### src/rtl/cie_pkg.sv
// shared types, character codes and helpers for the css identifier escaper
package cie_pkg;

  localparam int QDEPTH = 2;
  localparam int QAW = $clog2(QDEPTH);
  localparam int QCW = $clog2(QDEPTH + 1);

  localparam logic [7:0] CH_BSL   = 8'h5C;
  localparam logic [7:0] CH_SPACE = 8'h20;
  localparam logic [7:0] CH_DASH  = 8'h2D;
  localparam logic [7:0] CH_UNDER = 8'h5F;
  localparam logic [7:0] CH_DEL   = 8'h7F;
  localparam logic [7:0] CTRL_MAX = 8'h1F;
  localparam logic [7:0] LEAD_MIN = 8'hC2;
  localparam logic [7:0] REPL_0   = 8'hEF;
  localparam logic [7:0] REPL_1   = 8'hBF;
  localparam logic [7:0] REPL_2   = 8'hBD;

  typedef enum logic [1:0] {
    OP_RAW  = 2'd0,
    OP_HEX  = 2'd1,
    OP_REPL = 2'd2,
    OP_BSL  = 2'd3
  } op_t;

  typedef struct packed {
    logic [7:0] in_byte;
    logic       in_last;
  } in_beat_t;

  typedef struct packed {
    logic [7:0] out_byte;
    logic       out_last;
  } out_beat_t;

  typedef struct packed {
    op_t             op;
    logic [3:0][7:0] bytes;
    logic [2:0]      len;
    logic            last;
  } cmd_t;

  function automatic logic [7:0] hex_char(logic [3:0] v);
    return (v < 4'd10) ? (8'h30 + {4'b0, v}) : (8'h57 + {4'b0, v});
  endfunction

endpackage

### src/rtl/cie_front.sv
// front end: utf-8 gathering, character classification, command generation
module cie_front (
  input  logic              clk,
  input  logic              rst,
  input  logic              push,
  input  cie_pkg::in_beat_t item,
  input  logic              q_full,
  output logic              q_push,
  output cie_pkg::cmd_t     q_cmd
);
  import cie_pkg::*;

  logic [7:0] pend0, pend1, pend2;
  logic [1:0] pcount, pcount_next;
  logic [2:0] seqlen, seqlen_next;
  logic [1:0] cpos, cpos_next;
  logic       fdash, fdash_next;

  logic [7:0]      b;
  logic            lst;
  logic            accept;
  logic            emit;
  logic [20:0]     cp_m;
  logic [3:0][7:0] raw;
  logic            complete;
  logic            wr_pend;
  logic            start_seq;
  cmd_t            cmd;

  function automatic cmd_t char_cmd(logic [20:0] cp, logic [1:0] pos, logic fd,
                                    logic alone, logic [3:0][7:0] rb,
                                    logic [2:0] nb, logic lt);
    cmd_t c;
    logic dig;
    logic name;
    c = '0;
    c.last = lt;
    dig = (cp >= 21'h30) && (cp <= 21'h39);
    name = (cp >= 21'h80) || (cp == 21'(CH_DASH)) || (cp == 21'(CH_UNDER)) || dig ||
           ((cp >= 21'h41) && (cp <= 21'h5A)) || ((cp >= 21'h61) && (cp <= 21'h7A));
    priority if (cp == 21'd0) begin
      c.op = OP_REPL;
      c.len = 3'd3;
    end else if ((cp <= 21'(CTRL_MAX)) || (cp == 21'(CH_DEL)) || (pos == 2'd0 && dig) ||
                 (pos == 2'd1 && dig && fd)) begin
      c.op = OP_HEX;
      c.bytes[0] = cp[7:0];
      c.len = (cp >= 21'd16) ? 3'd4 : 3'd3;
    end else if (pos == 2'd0 && cp == 21'(CH_DASH) && alone) begin
      c.op = OP_BSL;
      c.bytes[0] = CH_DASH;
      c.len = 3'd2;
    end else if (name) begin
      c.op = OP_RAW;
      c.bytes = rb;
      c.len = nb;
    end else begin
      c.op = OP_BSL;
      c.bytes[0] = {1'b0, cp[6:0]};
      c.len = 3'd2;
    end
    return c;
  endfunction

  assign b = item.in_byte;
  assign lst = item.in_last;
  assign accept = push && !q_full;

  always_comb begin
    unique case (seqlen)
      3'd2:    cp_m = {10'b0, pend0[4:0], b[5:0]};
      3'd3:    cp_m = {5'b0, pend0[3:0], pend1[5:0], b[5:0]};
      default: cp_m = {pend0[2:0], pend1[5:0], pend2[5:0], b[5:0]};
    endcase
    raw[0] = (pcount == 2'd0) ? b : pend0;
    raw[1] = (pcount == 2'd1) ? b : pend1;
    raw[2] = (pcount == 2'd2) ? b : pend2;
    raw[3] = b;
    complete = ({1'b0, pcount} + 3'd1) >= seqlen;
  end

  always_comb begin
    emit = 1'b0;
    cmd = '0;
    wr_pend = 1'b0;
    start_seq = 1'b0;
    pcount_next = pcount;
    seqlen_next = seqlen;
    cpos_next = cpos;
    fdash_next = fdash;
    if (seqlen != 3'd0) begin
      if (complete) begin
        emit = 1'b1;
        cmd = char_cmd(cp_m, cpos, fdash, 1'b0, raw, seqlen, lst);
        pcount_next = 2'd0;
        seqlen_next = 3'd0;
        if (cpos == 2'd0) fdash_next = 1'b0;
        if (cpos != 2'd2) cpos_next = cpos + 2'd1;
      end else if (lst) begin
        emit = 1'b1;
        cmd.op = OP_RAW;
        cmd.bytes = raw;
        cmd.len = {1'b0, pcount} + 3'd1;
        cmd.last = 1'b1;
      end else begin
        wr_pend = 1'b1;
        pcount_next = pcount + 2'd1;
      end
    end else if (b < 8'h80) begin
      emit = 1'b1;
      cmd = char_cmd({13'b0, b}, cpos, fdash, lst && (cpos == 2'd0), raw, 3'd1, lst);
      if (cpos == 2'd0) fdash_next = (b == CH_DASH);
      if (cpos != 2'd2) cpos_next = cpos + 2'd1;
    end else if (b < LEAD_MIN || lst) begin
      emit = 1'b1;
      cmd.op = OP_RAW;
      cmd.bytes = raw;
      cmd.len = 3'd1;
      cmd.last = lst;
      if (!lst) begin
        if (cpos == 2'd0) fdash_next = 1'b0;
        if (cpos != 2'd2) cpos_next = cpos + 2'd1;
      end
    end else begin
      start_seq = 1'b1;
      pcount_next = 2'd1;
      seqlen_next = (b < 8'hE0) ? 3'd2 : (b < 8'hF0) ? 3'd3 : 3'd4;
    end
    if (lst) begin
      pcount_next = 2'd0;
      seqlen_next = 3'd0;
      cpos_next = 2'd0;
      fdash_next = 1'b0;
    end
  end

  assign q_push = accept && emit;
  assign q_cmd = cmd;

  always_ff @(posedge clk) begin
    if (rst) begin
      pcount <= 2'd0;
      seqlen <= 3'd0;
      cpos <= 2'd0;
      fdash <= 1'b0;
    end else if (accept) begin
      pcount <= pcount_next;
      seqlen <= seqlen_next;
      cpos <= cpos_next;
      fdash <= fdash_next;
    end
  end

  always_ff @(posedge clk) begin
    if (accept && start_seq) pend0 <= b;
    if (accept && wr_pend && pcount == 2'd1) pend1 <= b;
    if (accept && wr_pend && pcount == 2'd2) pend2 <= b;
  end

endmodule

### src/rtl/cie_queue.sv
// command queue between front and back ends
module cie_queue (
  input  logic          clk,
  input  logic          rst,
  input  logic          wr,
  input  cie_pkg::cmd_t wr_cmd,
  output logic          full,
  input  logic          rd,
  output logic          valid,
  output cie_pkg::cmd_t rd_cmd
);
  import cie_pkg::*;

  cmd_t           mem [QDEPTH];
  logic [QAW-1:0] wr_ptr;
  logic [QAW-1:0] rd_ptr;
  logic [QCW-1:0] count;
  logic           do_wr;
  logic           do_rd;

  assign full = (count == QCW'(QDEPTH));
  assign valid = (count != '0);
  assign rd_cmd = mem[rd_ptr];
  assign do_wr = wr && !full;
  assign do_rd = rd && valid;

  always_ff @(posedge clk) begin
    if (rst) begin
      wr_ptr <= '0;
      rd_ptr <= '0;
      count <= '0;
    end else begin
      if (do_wr) wr_ptr <= wr_ptr + QAW'(1);
      if (do_rd) rd_ptr <= rd_ptr + QAW'(1);
      if (do_wr && !do_rd) count <= count + QCW'(1);
      else if (do_rd && !do_wr) count <= count - QCW'(1);
    end
  end

  always_ff @(posedge clk) begin
    if (do_wr) mem[wr_ptr] <= wr_cmd;
  end

`ifndef SYNTHESIS
  a_count_range: assert property (@(posedge clk) disable iff (rst)
    count <= QCW'(QDEPTH)) else $error("queue count out of range");
  a_full_hold: assert property (@(posedge clk) disable iff (rst)
    full && !do_rd |=> full) else $error("queue full dropped without read");
  a_empty_hold: assert property (@(posedge clk) disable iff (rst)
    !valid && !do_wr |=> !valid) else $error("queue filled without write");
`endif

endmodule

### src/rtl/cie_back.sv
// back end: expands commands into output bytes, one beat per cycle while pop is high
module cie_back (
  input  logic                clk,
  input  logic                rst,
  input  logic                q_valid,
  input  cie_pkg::cmd_t       q_cmd,
  output logic                q_pop,
  input  logic                pop,
  output logic                empty,
  output cie_pkg::out_beat_t  result
);
  import cie_pkg::*;

  cmd_t       cur;
  logic       cur_valid;
  logic [1:0] idx;
  logic [1:0] last_idx;
  logic       at_last;
  logic       load;
  logic [7:0] obyte;

  assign last_idx = 2'(cur.len - 3'd1);
  assign at_last = (idx == last_idx);
  assign load = q_valid && (!cur_valid || (pop && at_last));
  assign q_pop = load;
  assign empty = !cur_valid;

  always_comb begin
    obyte = CH_BSL;
    unique case (cur.op)
      OP_RAW: obyte = cur.bytes[idx];
      OP_REPL: begin
        unique case (idx)
          2'd0:    obyte = REPL_0;
          2'd1:    obyte = REPL_1;
          default: obyte = REPL_2;
        endcase
      end
      OP_BSL: obyte = (idx == 2'd0) ? CH_BSL : cur.bytes[0];
      OP_HEX: begin
        if (idx == 2'd0) obyte = CH_BSL;
        else if (idx == last_idx) obyte = CH_SPACE;
        else if (cur.len == 3'd4 && idx == 2'd1) obyte = hex_char(cur.bytes[0][7:4]);
        else obyte = hex_char(cur.bytes[0][3:0]);
      end
      default: obyte = CH_BSL;
    endcase
  end

  assign result.out_byte = obyte;
  assign result.out_last = cur.last && at_last;

  always_ff @(posedge clk) begin
    if (rst) begin
      cur_valid <= 1'b0;
      idx <= 2'd0;
    end else if (load) begin
      cur_valid <= 1'b1;
      idx <= 2'd0;
    end else if (pop && cur_valid) begin
      if (at_last) cur_valid <= 1'b0;
      else idx <= idx + 2'd1;
    end
  end

  always_ff @(posedge clk) begin
    if (load) cur <= q_cmd;
  end

`ifndef SYNTHESIS
  a_hold_on_stall: assert property (@(posedge clk) disable iff (rst)
    cur_valid && !pop |=> cur_valid && $stable(idx)) else $error("beat changed under stall");
  a_idx_in_range: assert property (@(posedge clk) disable iff (rst)
    cur_valid |-> ({1'b0, idx} < cur.len)) else $error("byte index beyond command");
  a_len_nonzero: assert property (@(posedge clk) disable iff (rst)
    cur_valid |-> (cur.len != 3'd0)) else $error("empty command loaded");
`endif

endmodule

### src/rtl/css_identifier_escaper.sv
// top level of the css identifier escaper
//
// input channel: push/full carries one utf-8 byte per beat with in_last on
// the final byte of the identifier; a beat is taken when push is high and
// full is low. result channel: empty/pop carries one serialized byte per
// beat with out_last on the final byte; the head beat is shown while empty
// is low and is taken when pop is high.
// the front end decodes and classifies each byte in the cycle it arrives and
// writes one command per character into a two-entry queue; the back end
// expands each command into one to four bytes, one per cycle while pop is high.
// the first byte of a character reaches the result ports through the queue
// entry and then the back end's current-command register. throughput: one
// input beat per cycle while each character yields a single byte and pop is
// high; an escape holds the back end until all of its bytes are taken.
// when the receiver stalls the queue fills and full rises, holding input.
// reset clears the decode state, the queue and the output stage; the block
// is ready the cycle after reset falls.
module css_identifier_escaper (
  input  logic                clk,
  input  logic                rst,
  input  logic                push,
  output logic                full,
  input  cie_pkg::in_beat_t   item,
  output logic                empty,
  input  logic                pop,
  output cie_pkg::out_beat_t  result
);
  import cie_pkg::*;

  logic q_push;
  cmd_t q_wr_cmd;
  logic q_full;
  logic q_pop;
  logic q_valid;
  cmd_t q_rd_cmd;

  assign full = q_full;

  cie_front u_front (
    .clk    (clk),
    .rst    (rst),
    .push   (push),
    .item   (item),
    .q_full (q_full),
    .q_push (q_push),
    .q_cmd  (q_wr_cmd)
  );

  cie_queue u_queue (
    .clk    (clk),
    .rst    (rst),
    .wr     (q_push),
    .wr_cmd (q_wr_cmd),
    .full   (q_full),
    .rd     (q_pop),
    .valid  (q_valid),
    .rd_cmd (q_rd_cmd)
  );

  cie_back u_back (
    .clk     (clk),
    .rst     (rst),
    .q_valid (q_valid),
    .q_cmd   (q_rd_cmd),
    .q_pop   (q_pop),
    .pop     (pop),
    .empty   (empty),
    .result  (result)
  );

endmodule

### config.mk
export PLATFORM = sky130hd
export DESIGN_NAME = css_identifier_escaper
export DESIGN_NICKNAME = d
export VERILOG_FILES = /design/src/rtl/cie_pkg.sv /design/src/rtl/cie_front.sv /design/src/rtl/cie_queue.sv /design/src/rtl/cie_back.sv /design/src/rtl/css_identifier_escaper.sv
export SDC_FILE = /design/constraint.sdc
export NUM_CORES = 1
export LEC_CHECK = 0
export BUFFER_PORTS_ARGS = -buffer_cell sky130_fd_sc_hd__buf_2
export CAP_MARGIN = 20
export CELL_PAD_IN_SITES_DETAIL_PLACEMENT = 1
export CELL_PAD_IN_SITES_GLOBAL_PLACEMENT = 2
export CORE_AREA = 2 2 138 140
export CTS_BUF_LIST = sky130_fd_sc_hd__clkbuf_2
export DETAILED_ROUTE_END_ITERATION = 6
export DIE_AREA = 0 0 140 142
export MAX_ROUTING_LAYER = met4
export PLACE_DENSITY_LB_ADDON = 0.1
export SYNTH_ARGS = -nofsm -noshare
export SYNTH_HDL_FRONTEND = slang
export SYNTH_SLANG_ARGS = --single-unit
### constraint.sdc
create_clock -name clk -period 4.1 [get_ports clk]
set_input_delay 0.205 -clock clk [delete_from_list [all_inputs] [get_ports clk]]
set_output_delay 0.205 -clock clk [all_outputs]
set_load 0.03 [all_outputs]
==> results of run 1 <==
-- worst paths after layout --
| kind | startpoint | endpoint | slack [ps] | cells past startpoint |
|---|---|---|---|---|
| worst max register to register | u_front.pcount[0]$_SDFFE_PP0P_ | u_queue.mem[1][20]$_DFFE_PP_ | 910 | 10 |
| worst min-delay path | rst | u_queue.rd_ptr$_SDFFE_PP0P_ | 360 | 3 |
| worst max-delay path | u_back.idx[1]$_SDFFE_PP0P_ | result[2] | 810 | 10 |
| worst min register to register | u_front.fdash$_SDFFE_PP0P_ | u_front.fdash$_SDFFE_PP0P_ | 510 | 2 |
-- tightest hold or removal path, cell delays in order --
cell           delay (ps)
dlygate4sd3_1         530
buf_2                 220
nor2_1                120
-- sequential cells by signal, summed over array words and instances, names as in the netlist, 2 cells and up --
name,flops
u_back.idx,2
u_queue.mem,76
u_front.cpos,2
u_front.pend2,8
u_queue.count,2
u_back.cur,38
u_front.pend1,8
u_front.seqlen,3
u_front.pcount,2
u_front.pend0,8
-- where the power goes --
group	switching [uW]	internal, uW	total [uW]
clock	594	307	900
sequential	202	2150	2350
combinational	851	565	1420
total	1650	3020	4670
-- timing repair --
item	4_1_cts	5_1_grt
endpoints found under the hold margin	54	0
hold buffers	13	0
endpoints found under the setup margin	0	0
-- per-stage QoR --
step / hold slack [ps] / worst slack [ps]
6_report: 364 / 811
5_1_grt: 295 / 507
4_1_cts: 282 / 691
3_5_place_dp: 488 / 869
3_3_place_gp: 472 / 913
2_1_floorplan: 274 / 385
-- routing by layer --
layer  share of wire, %  up-vias  routed length (um)
met5                  0        -                   0
met1                 47     2411                8780
met2                 48       86                8870
met4                2.6        0                 484
li1                   -     2323                   -
met3                2.6       27                 475
-- cell type report --
| class | instances | area, um^2 | area share, % |
|---|---|---|---|
| flip-flops and latches | 153 | 4440 | 54.1 |
| clock buffers | 17 | 85.1 | 1.04 |
| multi-input cells | 391 | 2800 | 34.0 |
| clock inverters | 15 | 179 | 2.18 |
| inverters | 28 | 105 | 1.28 |
| repair buffers | 45 | 313 | 3.81 |
| well taps | 234 | 293 | 3.56 |
| diodes | 1 | 2.50 | 0.0304 |
-- Yosys cell counts, types with 6 or more instances --
master and count:
xnor2_1 7, a21o_1 8, or3_1 6, buf_1 6, o21ai_0 28, inv_1 28, nand3_1 14, nand2_1 34
ha_1 16, and2_1 7, mux4_2 8, edfxtp_1 138, clkbuf_1 21, nor4_1 6, nor2b_1 9, a21oi_1 34
nor2_1 64, mux2_2 44, nor3_1 12, mux2i_1 24, nand2b_1 6, dfxtp_1 15, o211ai_1 6
-- cell families after synthesis --
| logic type | share of synthesized area, % |
|---|---|
| AO/OA/AOI/OAI | 10.4 |
| XOR/XNOR | 1.06 |
| adder cells (fa/ha/maj) | 2.69 |
| buffers and inverters | 2.97 |
| flip-flops | 59.7 |
| multiplexers | 12.3 |
| AND/OR/NAND/NOR | 10.9 |
==> results.toml, run 1 <==
[clock_network]
cts_tree = "built"
path_clk_slew_ps = 250
clock_latency_ps = 740
clock_path_buffers = 2
cts_root_buf = "clkbuf_2"
cts.htree.levels = 4
clock_sinks = 153
cts_setup_buffers = 0
cts.repair.resized = 0
numCtsBuffers = 17

[setup_path]
cp.required_ps = 3890
worstSetupPathType = "reg -> out"
critPathArrivalTime_ps = 3080
cpLargestDelayFamily = "compound AO/OA/AOI/OAI gates"
setup.worst_path.end_class = "output port"
slowest_delay_ps = 540
path_cells = "inv_1, ha_1, nand3_1, a211oi_1, a21o_1, a22oi_1, nor2_1, nand2_1, o21ai_0, buf_2"
cp_max_fo = 11
cpMaxStageDelayCell = "dfxtp_1"
cp_num_buf_inv = 2
critPathLaunchType = "flip-flop"

[cells_and_area]
num-fill-cells = 1947
final_common_cell = "edfxtp_1"
final_cells = 884
drive_gt1_share_pct = 19.4
design_area_um2 = 8220
layout_common_cells = "edfxtp_1 (138), nor2_1 (63), mux2_2 (44), nand2_1 (34), a21oi_1 (33)"
utilization_pct = 44.5
area_delta_synth_final_pct = 10.4
nNetsFinal = 665

[floorplanning]
ioPinCount = 24
die_x_um = 140
coreArea_um2 = 18500
die_area_um2 = 19900
initial_utilization_pct = 40.3
num_rows = 50
dieHeight_um = 142

[logic_synthesis]
async_flop_share_pct = 0
syn_inst = 602
synth_cell_type_count = 58
yosys_warnings = 0
synth_top_area_cell = "edfxtp_1"
syn_area_um2 = 7440
synthFlopType = "edfxtp_1"
syn_avg_cell_area_um2 = 12.4
syn-num-nets = 631
netlist.area_leader.share_pct = 55.7
synth-seq-cells = 153
seq_area_frac_synth_pct = 59.7
synthTopCellsByArea = "edfxtp_1 (56%), mux2_2 (6.7%), dfxtp_1 (4.0%)"
synth_edf_count = 138

[grt]
busiest_layer = "met2"
grt_pass1_wl_um = 29400
grt_max_degree = 42
antenna_found_initial = 1
grt_use_total_pct = 20.2
grt_util_met3_pct = 3.47
use_met1_pct = 26.1
grt_pass1_vias = 5110
use_met2_pct = 32.3
overflow = 0

[route]
wl_per_cell_um = 21.1
drtIter0Drc = 384
drtPass1Iterations = 6
dr_total_vias = 4847
final_antenna_net_count = 0
wl_um = 18600
drc = 0
via_per_inst = 5.48

[timing]
finalHoldViolations = 0
min_period_ps = 3290
finalMaxSlewViolations = 0
relSlewSlack_pct = 31.5
setup_viol = 0
tightestPinTransition_ps = 1020
timing.fmax_ghz = 0.304
period_share_pct = 80.2
final.setup.tns_ps = 0
rsz0062_at_grt = "no"
finClkSkew_ps = 52.7

[place]
dp_cells = 838
dp_hpwl_um = 13500
place.gp.congestion = 0.921
port_buffers = 23
place_area_um2 = 7820

[power]
finalPower_uw = 4670
ir_worst_vdd_uv = 258
p_per_area_nw_per_um2 = 568
leakagePower_uw = 0.00284

[min_path]
min_path_type = "in -> reg"

[job]
drv_cap = 0

[status]
status = "completed"
(Power assumes the default switching activity.)
==> inputs of run 2 (changes only) <==
--- a/config.mk
+++ b/config.mk
@@ -5,14 +5,15 @@
 export SDC_FILE = /design/constraint.sdc
 export NUM_CORES = 1
 export LEC_CHECK = 0
+export ABC_AREA = 1
 export BUFFER_PORTS_ARGS = -buffer_cell sky130_fd_sc_hd__buf_2
 export CAP_MARGIN = 20
 export CELL_PAD_IN_SITES_DETAIL_PLACEMENT = 1
 export CELL_PAD_IN_SITES_GLOBAL_PLACEMENT = 2
-export CORE_AREA = 2 2 138 140
+export CORE_AREA = 2 2 145 147
 export CTS_BUF_LIST = sky130_fd_sc_hd__clkbuf_2
 export DETAILED_ROUTE_END_ITERATION = 6
-export DIE_AREA = 0 0 140 142
+export DIE_AREA = 0 0 147 149
 export MAX_ROUTING_LAYER = met4
 export PLACE_DENSITY_LB_ADDON = 0.1
 export SYNTH_ARGS = -nofsm -noshare
==> constraint.sdc (replaced) <==
create_clock -name clk -period 3.3 [get_ports clk]
set_input_delay 0.165 -clock clk [delete_from_list [all_inputs] [get_ports clk]]
set_output_delay 0.165 -clock clk [all_outputs]
set_load 0.03 [all_outputs]
==> run 2 against run 1 <==
Compared with the run above:
- power grew 42%
- synthesized area is 9.7% higher
- wire length rose by 29%
- sequential share of layout area decreased by 5.9 points
- clock skew decreased by 0.61 ps
- worst hold slack lost 160 ps
- combinational power up 79%
- largest cell class unchanged
==> results.toml, run 2 <==
[timing]
tightestPinTransition_ps = 728
finClkSkew_ps = 52.1
relSlewSlack_pct = 51.4
finalHoldViolations = 0
period_share_pct = 94.0
rsz0062_at_grt = "yes"
timing.fmax_ghz = 0.322
final.setup.tns_ps = 0
min_period_ps = 3100
setup_viol = 0
whs_ps = 208
finalMaxSlewViolations = 0

[logic_synthesis]
synth_top_area_cell = "edfxtp_1"
syn_avg_cell_area_um2 = 8.69
synth_cell_type_count = 44
synthMuxAreaShare_pct = 0
synth_xor_area_share_pct = 0.429
synth_compound_area_share_pct = 10.3
yosysMostFrequentCell = "nand2_1"
netlist.area_leader.share_pct = 50.7
synth_adder_area_share_pct = 2.45
syn_inst = 940
synth-seq-cells = 153
synthTopCellsByArea = "edfxtp_1 (51%), nand2_1 (12%), inv_1 (5.8%)"
async_flop_share_pct = 0
synth_top_family_by_area = "simple AND/OR/NAND/NOR gates"
synthFlopType = "edfxtp_1"
synthTopCellsByCount = "nand2_1 (270), edfxtp_1 (138), inv_1 (127)"
syn_area_um2 = 8170
yosys_warnings = 0
synth_edf_count = 138
seq_area_frac_synth_pct = 54.4
syn-num-nets = 969
synth-simple-area-share_pct = 24.4

[min_path]
holdPathStages = 3
min_path_type = "in -> reg"

[clock_network]
cts_tree = "built"
numCtsBuffers = 17
cts.htree.levels = 4
clock_sinks = 153
path_clk_slew_ps = 270
cts_root_buf = "clkbuf_2"
clock_path_buffers = 2
clock_latency_ps = 760

[cells_and_area]
layout_common_cells = "nand2_1 (268), edfxtp_1 (138), inv_1 (127), o21ai_0 (82)"
final_common_cell = "nand2_1"
multi_input_area_um2 = 3150
ff_latch_area_um2 = 4450
num-fill-cells = 2469
area_delta_synth_final_pct = 13.1
top_register = "u_queue.mem"
utilization_pct = 44.9
nNetsFinal = 1024
drive_gt1_share_pct = 12.6
largest_register_ffs = 76
top_regs = "u_queue.mem: 76 flops, u_back.cur: 38 flops"

[route]
wl_um = 24000
wl_met3_um = 550
drtPass1Iterations = 4
final_antenna_net_count = 0
drtIter0Drc = 285
drc = 0
wl_met2_um = 12100
dr_total_vias = 6512
top_layer_used = "met4"
via_per_inst = 5.07
met1_length_um = 10500
wl_per_cell_um = 18.7

[power]
ir_worst_vdd_uv = 258
finalPower_uw = 6610
leakagePower_uw = 0.00399
p_per_area_nw_per_um2 = 716

[place]
dp_hpwl_um = 18700
port_buffers = 23
place.gp.congestion = 0.901

[floorplanning]
die_area_um2 = 21900
initial_utilization_pct = 39.7
coreArea_um2 = 20600
die_x_um = 147
dieHeight_um = 149
ioPinCount = 24
num_rows = 53

[setup_path]
worstSetupPathType = "reg -> reg"
reg2reg_from = "u_front.seqlen[0]$_SDFFE_PP0P_"
critPathArrivalTime_ps = 3640
critPathLaunchType = "flip-flop"
r2r-end = "u_queue.mem[1][13]$_DFFE_PP_"
ff2ff_path_depth = 18
cp.required_ps = 3840
cp_max_fo = 12
setup.worst_path.end_class = "flip-flop"
regToRegSetupSlack_ps = 200
endpoint = "u_queue.mem[1][13]$_DFFE_PP_"
crit_start = "u_front.seqlen[0]$_SDFFE_PP0P_"

[grt]
grt_pass1_vias = 6897
grt_use_total_pct = 23.1
grt_pass1_wl_um = 37400
antenna_found_initial = 1
grt_max_degree = 42
overflow = 0

[status]
status = "completed"

[job]
drv_cap = 0
==> run 2: cell types whose count changed in the layout (fill, tap and decap cells not counted), sizes merged, moves of 24 or more <==
cell   before  now
inv        37  140
nand2      34  278
o21ai      28   84
mux2i      24    0
nand3      14   79
mux2       44    0
==> run 2: what timing repair did <==
action	CTS	global route
setup endpoints to repair	1	47
setup buffers	0	4
endpoints found under the hold margin	61	0
cloned	0	1
pin swaps	0	2
hold buffers	15	0
resized for setup	2	9
==> run 2: metal layers <==
metal / up-vias / track usage (%)
li1: 3249 / -
met5: - / -
met4: 0 / 10.0
met3: 46 / 3.00
met1: 3113 / 27.2
met2: 104 / 40.2
==> run 2: cell families (layout without fill, tap and decap cells) <==
group / count (synthesis) / after routing
simple gates: 455 / 456
flops: 153 / 153
compound gates: 151 / 151
fa+ha+maj: 16 / 16
xor+xnor: 4 / 4
other cells: 0 / 1
buf+inv: 161 / 228
==> run 2: worst min-delay path by stage <==
stage | start | end | slack (ps)
after global placement | rst | u_front.seqlen[0]$_SDFFE_PP0P_ | 470
final | rst | u_front.seqlen[0]$_SDFFE_PP0P_ | 210
after floorplan | rst | u_front.seqlen[0]$_SDFFE_PP0P_ | 230
after detailed placement | rst | u_front.seqlen[1]$_SDFFE_PP0P_ | 480
after global routing | rst | u_front.seqlen[0]$_SDFFE_PP0P_ | 150
after CTS | rst | u_front.seqlen[1]$_SDFFE_PP0P_ | 120
==> run 2: metrics by stage <==
| stage | std cells | cell area (um^2) | setup slack, ps |
|---|---|---|---|
| final | 1284 | 9240 | 196 |
| after global routing | 1284 | 9240 | -12.1 |
| after CTS | 1278 | 9160 | 35.2 |
| after detailed placement | 1231 | 8730 | -156 |
| after global placement | 1228 | 8650 | 168 |
| after floorplan | 940 | 8180 | 156 |
==> run 2: cell type report <==
class	instances	area share [%]
inverter	131	5.32
multi-input combinational	627	34.1
antenna	1	0.0271
tap	275	3.73
timing repair buffer	65	5.72
sequential	153	48.2
clock buffer	17	0.921
clock inverter	15	1.99
==> run 2: report_power, final <==
group          internal, uW  total, uW  leakage [uW]  switching, uW
logic                   736       2540       0.00241           1800
registers              2750       2960       0.00142            202
clock network           282       1120      0.000160            833
==> run 2: critical path, cell delays in order (launching register included) <==
cell and delay, ps:
dfxtp_2 450, nor2_4 250, nand2_4 110, nand2_4 100, nor2_1 50, nor2_1 210, nand2_2 130, nor2_1 210
nand3_1 120, nand2_1 80, nand2_1 50, nand2_1 110, nand3_4 160, nand2_4 140, inv_2 70, nand2_4 120
nand3_2 280, nand3_1 160, inv_1 70
